`src/hdl/qlm_pkg.sv`:
```
`default_nettype none
package qlm_pkg;

	localparam int THREAD_NUM_W = 4;

	typedef logic [THREAD_NUM_W-1:0] thread_num_t;

	typedef enum logic {
		CMD_ACQUIRE = 1'b0,
		CMD_RELEASE = 1'b1
	} cmd_t;

endpackage
`default_nettype wire

```
`src/hdl/qlm_req_if.sv`:
```
`default_nettype none
interface qlm_req_if;
	import qlm_pkg::*;

	logic        valid;
	logic        ready;
	cmd_t        command;
	thread_num_t thread_num;

	modport source (output valid, output command, output thread_num, input ready);
	modport sink (input valid, input command, input thread_num, output ready);

endinterface
`default_nettype wire

```
`src/hdl/qlm_rsp_if.sv`:
```
`default_nettype none
interface qlm_rsp_if;
	import qlm_pkg::*;

	logic        valid;
	logic        ready;
	logic        granted;
	thread_num_t grant_thread;
	logic        misuse;

	modport source (output valid, output granted, output grant_thread, output misuse,
		input ready);
	modport sink (input valid, input granted, input grant_thread, input misuse,
		output ready);

endinterface
`default_nettype wire

```
`src/hdl/queue_lock_manager.sv`:
```
// Queue lock manager: MCS-style lock for up to THREADS threads.
// req channel: one item per request, command (acquire or release) and
// thread number. rsp channel: exactly one item per request, in request order,
// carrying granted, grant_thread (holder after a grant, else 0) and misuse.
// An accepted request moves from the request stage into the response register,
// from which it is taken when rsp.ready is high.
// One request per cycle while rsp is not stalled. The successor table is a
// synchronous memory read at accept; the response stage writes it as the
// request advances; a same-address write is forwarded to the following request.
// Reset clears lock state, queue marks and both pipeline valids; the
// successor table is not cleared, since every entry is written before use.
// When rsp is stalled the response register holds, the request stage holds
// behind it and req.ready drops once that stage is full.
`default_nettype none
module queue_lock_manager #(
	parameter int THREADS = 16
) (
	input  wire        clk,
	input  wire        arst_n,
	qlm_req_if.sink    req,
	qlm_rsp_if.source  rsp
);
	import qlm_pkg::*;

	localparam int TW = (THREADS > 1) ? $clog2(THREADS) : 1;

	typedef logic [TW-1:0] idx_t;

	// lock state
	logic               lock_busy_q;
	thread_num_t        head_q;
	thread_num_t        tail_q;
	logic [THREADS-1:0] queued_q;

	// successor table
	thread_num_t succ_mem [THREADS];
	thread_num_t succ_rd_q;

	// request stage
	logic        valid_s1;
	cmd_t        cmd_s1;
	thread_num_t tid_s1;
	logic        fwd_hit_s1;
	thread_num_t fwd_data_s1;

	// response register
	logic        rsp_valid_q;
	logic        granted_q;
	thread_num_t grant_thread_q;
	logic        misuse_q;

	logic        advance;
	logic        accept;
	idx_t        idx;
	thread_num_t succ;
	logic        g_n;
	thread_num_t who_n;
	logic        bad_n;
	logic        wr_en;
	idx_t        wr_addr;
	thread_num_t wr_data;
	logic        set_mark;
	logic        clr_mark;
	logic        busy_n;
	thread_num_t head_n;
	thread_num_t tail_n;

	assign advance   = valid_s1 && (!rsp_valid_q || rsp.ready);
	assign req.ready = !valid_s1 || advance;
	assign accept    = req.valid && req.ready;

	assign idx  = idx_t'(tid_s1);
	assign succ = fwd_hit_s1 ? fwd_data_s1 : succ_rd_q;

	always_comb begin
		g_n      = 1'b0;
		who_n    = '0;
		bad_n    = 1'b0;
		wr_en    = 1'b0;
		wr_addr  = idx_t'(tail_q);
		wr_data  = tid_s1;
		set_mark = 1'b0;
		clr_mark = 1'b0;
		busy_n   = lock_busy_q;
		head_n   = head_q;
		tail_n   = tail_q;
		if (int'(tid_s1) >= THREADS) begin
			bad_n = 1'b1;
		end else if (cmd_s1 == CMD_ACQUIRE) begin
			if (queued_q[idx]) begin
				bad_n = 1'b1;
			end else begin
				set_mark = 1'b1;
				tail_n   = tid_s1;
				if (!lock_busy_q) begin
					busy_n = 1'b1;
					head_n = tid_s1;
					g_n    = 1'b1;
					who_n  = tid_s1;
				end else begin
					wr_en = 1'b1;
				end
			end
		end else begin
			if (!lock_busy_q || tid_s1 != head_q) begin
				bad_n = 1'b1;
			end else begin
				clr_mark = 1'b1;
				if (head_q == tail_q) begin
					busy_n = 1'b0;
				end else begin
					head_n = succ;
					g_n    = 1'b1;
					who_n  = succ;
				end
			end
		end
	end

	always_ff @(posedge clk) begin
		if (advance && wr_en) begin
			succ_mem[wr_addr] <= wr_data;
		end
	end

	always_ff @(posedge clk) begin
		if (accept) begin
			succ_rd_q <= succ_mem[idx_t'(req.thread_num)];
		end
	end

	always_ff @(posedge clk or negedge arst_n) begin
		if (!arst_n) begin
			valid_s1 <= 1'b0;
		end else if (accept) begin
			valid_s1 <= 1'b1;
		end else if (advance) begin
			valid_s1 <= 1'b0;
		end
	end

	always_ff @(posedge clk) begin
		if (accept) begin
			cmd_s1      <= req.command;
			tid_s1      <= req.thread_num;
			fwd_hit_s1  <= advance && wr_en && (wr_addr == idx_t'(req.thread_num));
			fwd_data_s1 <= wr_data;
		end
	end

	always_ff @(posedge clk or negedge arst_n) begin
		if (!arst_n) begin
			lock_busy_q <= 1'b0;
			head_q      <= '0;
			tail_q      <= '0;
			queued_q    <= '0;
		end else if (advance) begin
			lock_busy_q <= busy_n;
			head_q      <= head_n;
			tail_q      <= tail_n;
			if (set_mark) begin
				queued_q[idx] <= 1'b1;
			end else if (clr_mark) begin
				queued_q[idx] <= 1'b0;
			end
		end
	end

	always_ff @(posedge clk or negedge arst_n) begin
		if (!arst_n) begin
			rsp_valid_q <= 1'b0;
		end else if (advance) begin
			rsp_valid_q <= 1'b1;
		end else if (rsp.ready) begin
			rsp_valid_q <= 1'b0;
		end
	end

	always_ff @(posedge clk) begin
		if (advance) begin
			granted_q      <= g_n;
			grant_thread_q <= who_n;
			misuse_q       <= bad_n;
		end
	end

	assign rsp.valid        = rsp_valid_q;
	assign rsp.granted      = granted_q;
	assign rsp.grant_thread = grant_thread_q;
	assign rsp.misuse       = misuse_q;

endmodule
`default_nettype wire

```
`src/flat_wrapper.sv`:
```
// flat-port wrapper written by rule: the top's interface ports become plain ports
module queue_lock_manager_flat import qlm_pkg::*;
#(
	parameter int THREADS = 16
)
  (clk, arst_n, req_valid, req_command, req_thread_num, req_ready, rsp_valid, rsp_granted, rsp_grant_thread, rsp_misuse, rsp_ready);
  qlm_req_if req_i ();
  qlm_rsp_if rsp_i ();
  input  wire clk;
  input  wire arst_n;
  input wire logic [$bits(req_i.valid)-1:0] req_valid;
  input wire logic [$bits(req_i.command)-1:0] req_command;
  input wire logic [$bits(req_i.thread_num)-1:0] req_thread_num;
  output wire logic [$bits(req_i.ready)-1:0] req_ready;
  output wire logic [$bits(rsp_i.valid)-1:0] rsp_valid;
  output wire logic [$bits(rsp_i.granted)-1:0] rsp_granted;
  output wire logic [$bits(rsp_i.grant_thread)-1:0] rsp_grant_thread;
  output wire logic [$bits(rsp_i.misuse)-1:0] rsp_misuse;
  input wire logic [$bits(rsp_i.ready)-1:0] rsp_ready;
  assign req_i.valid = req_valid;
  assign req_i.command = req_command;
  assign req_i.thread_num = req_thread_num;
  assign req_ready = req_i.ready;
  assign rsp_valid = rsp_i.valid;
  assign rsp_granted = rsp_i.granted;
  assign rsp_grant_thread = rsp_i.grant_thread;
  assign rsp_misuse = rsp_i.misuse;
  assign rsp_i.ready = rsp_ready;
  queue_lock_manager #(.THREADS(THREADS)) u_core (.clk(clk), .arst_n(arst_n), .req(req_i), .rsp(rsp_i));
endmodule
```
`config.mk`:
```
export PLATFORM = sky130hd
export DESIGN_NAME = queue_lock_manager_flat
export DESIGN_NICKNAME = d
export VERILOG_FILES = /design/src/hdl/qlm_pkg.sv /design/src/hdl/qlm_req_if.sv /design/src/hdl/qlm_rsp_if.sv /design/src/hdl/queue_lock_manager.sv /design/src/flat_wrapper.sv
export SDC_FILE = /design/constraint.sdc
export NUM_CORES = 1
export LEC_CHECK = 0
export BUFFER_PORTS_ARGS = -buffer_cell sky130_fd_sc_hd__buf_2
export CAP_MARGIN = 25
export CORE_MARGIN = 2
export CORE_UTILIZATION = 28
export DETAILED_ROUTE_END_ITERATION = 10
export PLACE_DENSITY_LB_ADDON = 0.2
export RECOVER_POWER = 100
export SLEW_MARGIN = 20
export SYNTH_ARGS = -nofsm -noshare
export SYNTH_HDL_FRONTEND = slang
export SYNTH_SLANG_ARGS = --single-unit
```
`constraint.sdc`:
```
create_clock -name clk -period 6.1 [get_ports clk]
set_input_delay 0.915 -clock clk [delete_from_list [all_inputs] [get_ports clk]]
set_output_delay 0.915 -clock clk [all_outputs]
set_load 0.01 [all_outputs]
```
==> metrics.cfg <==
[clocking]
cts_resized=0
clock-root-buffer=clkbuf_16
clkSlewWorstSetupHoldPaths_ns=0.07
tritoncts=built
numCtsBuffers=9
cts_setup_buffers=0
clockBufferDepth=2
clock_latency_ns=0.35
cts.sinks=111
cts_hold_buf=0
htreeDepth=3

[critical_path]
crit_arrival_ns=4.29
path_class=flip-flop to flip-flop
path_buf_inv=1
r2r_end=u_core.succ_mem[5][3]
path_delay_family=buffers and inverters
ff2ff_path_depth=6
timing.rr.start=u_core.idx[3]
cp_slowest_cell=clkbuf_1
reg2reg_slack_ns=1.79
crit_path_end_kind=flip-flop
cp.required_ns=6.08
slowest_delay_ns=1.27
path_cells=clkbuf_1 -> mux4_2 -> mux2_1 -> a22o_1 -> nand2b_4 -> nor4b_1
crit_fanout=34
start_kind=flip-flop

[yosys]
synth_flop_cell=edfxtp_1
synth_area_um2=4923
synth_edf_count=84
ys_seq_area_frac=0.6496
synth-seq-cells=111
ys_warn_count=0
async_reset_ff_frac=0.2432
syn_area_per_cell_um2=15.68
synth_cell_type_count=41
synth_fp_nets=323
synthCells=314

[floorplanning]
coreArea_um2=17240
pin_count=17
row_count=48
start_util=0.2856
die_w_um=136.6
die_y_um=136.6
fp.dieArea_um2=18660

[timing]
setup_slack_ns=1.788
rsz0062_at_grt=false
setup_tns_ns=0
worst_pin_slew_ns=1.778
period_share=0.7068
period_needed_ns=4.312
holdWs_ns=0.4966
hold_viol=0
slew_headroom=-0.1855
drv_slew=148
setup_viol=0
skew_ns=0.006202
max_freq_ghz=0.2319

[cells_and_area]
area_delta_synth_final_pct=10.04
nFillCells=1680
diodes=0
nets=331
drive_gt1_frac=0.1468

[run_status]
status=finished with violations
failed_checks=capacitance limit, slew limit

[min_path]
hold_depth=2
hold_path_startpoint=u_core.valid_s1
min_to=u_core.rsp.valid
min_path_type=flip-flop to flip-flop

[power]
ir_worst_vdd_v=0.0001447
powerDensity_nw_per_um2=323.5
leakage_nw=1.767

[detailed_routing]
initialDrtViolationCount=225
drc=0
first_pass_iters=4
wl_per_cell_um=19.20
ant_nets=0
drt-total-wl_um=10600
vias=2642
routed_via_density=4.786

[global_routing]
grt_max_degree=35
grt_pass1_wl_um=16700
grt_pass1_vias=2634
antenna_found_initial=0
grt_usage=0.1237
grt-ovfl-total=0

[placed_design]
portBuffers=16
dp_slack_ns=3.008
hpwlAfterDp_um=6778
place_congestion=0.7412

[flow_run]
max-cap-violations=5

-- where the power goes --
| part | internal, mW | switching, mW | leakage, nW |
|---|---|---|---|
| clock network | 0.319 | 0.264 | 0.134 |
| registers | 0.871 | 0.0699 | 1.06 |
| logic | 0.104 | 0.125 | 0.577 |
| total | 1.29 | 0.459 | 1.77 |
-- through the flow --
| stage | total power [mW] | instance area (um^2) | utilization | instances |
|---|---|---|---|---|
| 2_1_floorplan | 1.119 | 4923 | - | 314 |
| 3_3_place_gp | 1.202 | 5211 | 0.3023 | 536 |
| 3_5_place_dp | 1.199 | 5211 | 0.3023 | 536 |
| 4_1_cts | 1.782 | 5502 | 0.3192 | 552 |
| 5_1_grt | 1.832 | 5418 | 0.3143 | 552 |
| 6_report | 1.753 | 5418 | 0.3143 | 552 |
-- cell usage after synthesis (2+ instances only) --
library cell | n | area (um^2)
edfxtp_1 | 84 | 2522
dfrtp_1 | 27 | 675.7
mux4_2 | 23 | 518.0
nand2_1 | 15 | 56.30
mux2i_1 | 14 | 140.1
nor2_1 | 14 | 52.55
clkbuf_1 | 13 | 48.80
o21ai_0 | 13 | 65.06
nor3_1 | 11 | 55.05
nor4_1 | 11 | 68.82
inv_1 | 7 | 26.28
a21oi_1 | 6 | 30.03
buf_1 | 6 | 22.52
xnor2_1 | 6 | 52.55
xor2_1 | 6 | 52.55
nand2b_1 | 5 | 31.28
nand3_1 | 5 | 25.02
o31ai_1 | 5 | 37.54
mux2_1 | 4 | 45.04
mux2_4 | 4 | 60.06
nor4b_2 | 4 | 60.06
o2bb2ai_1 | 4 | 35.03
nand3b_1 | 3 | 22.52
buf_2 | 2 | 10.01
buf_6 | 2 | 22.52
nand4_1 | 2 | 12.51
or2_2 | 2 | 12.51
or3_1 | 2 | 12.51
or4_1 | 2 | 15.01
-- cells by family after synthesis --
family | Yosys count | share of synthesized area
buf+inv | 30 | 0.02643
flops | 111 | 0.6496
simple gates | 81 | 0.09530
xor+xnor | 12 | 0.02135
compound gates | 34 | 0.05007
mux | 46 | 0.1573
-- worst max path at each step --
stage               depth (start not counted)           from                     end  slack, ns
floorplan                                   7  u_core.idx[1]  u_core.succ_mem[10][0]       3.10
global placement                            6  u_core.idx[3]   u_core.succ_mem[1][2]       3.12
detailed placement                          6  u_core.idx[3]   u_core.succ_mem[1][3]       3.01
CTS                                         6  u_core.idx[1]   u_core.succ_mem[1][2]       2.97
global route                                6  u_core.idx[1]   u_core.succ_mem[5][3]       1.42
finish                                      6  u_core.idx[3]   u_core.succ_mem[5][3]       1.79
-- layout make-up --
cell class	count	area (um^2)	area share
flip-flops and latches	111	3198	0.5903
multi-input cells	173	1543	0.2848
inverters	7	26.28	0.004850
clock buffers	11	232.7	0.04296
repair buffers	20	78.83	0.01455
well taps	225	281.5	0.05196
clock inverters	5	57.56	0.01062
-- worst register-to-register path: stages, from the launching register on --
cell and delay [ns]:
edfxtp_1 0.32, clkbuf_1 1.27, mux4_2 0.45, mux2_1 0.35
a22o_1 0.32, nand2b_4 0.31, nor4b_1 0.91
-- layout by cell type, fill, tap and decap left out, types with 2 or more instances in the layout --
cell        instances
edfxtp_1           84
dfrtp_1            27
mux4_2             23
clkbuf_1           19
nand2_1            15
mux2i_1            14
nor2_1             14
o21ai_0            13
nor3_1             11
nor4_1             11
clkbuf_16           9
inv_1               7
xnor2_1             6
xor2_1              6
a21oi_1             6
nand3_1             5
mux2_1              5
nand2b_1            5
o31ai_1             5
o2bb2ai_1           4
nor4b_1             4
mux2_4              4
nand3b_1            3
buf_2               3
nand4_1             2
or2_2               2
or4_1               2
or3_1               2
clkinvlp_4          2
-- routing by layer --
layer	share of wire	vias up	global-route usage
met5	0	-	0
met4	0.011	0	0.04051
met3	0.045	6	0.02593
met2	0.47	63	0.1856
met1	0.47	1338	0.1788
li1	-	1235	-
Power figures use the tool's default switching activity.
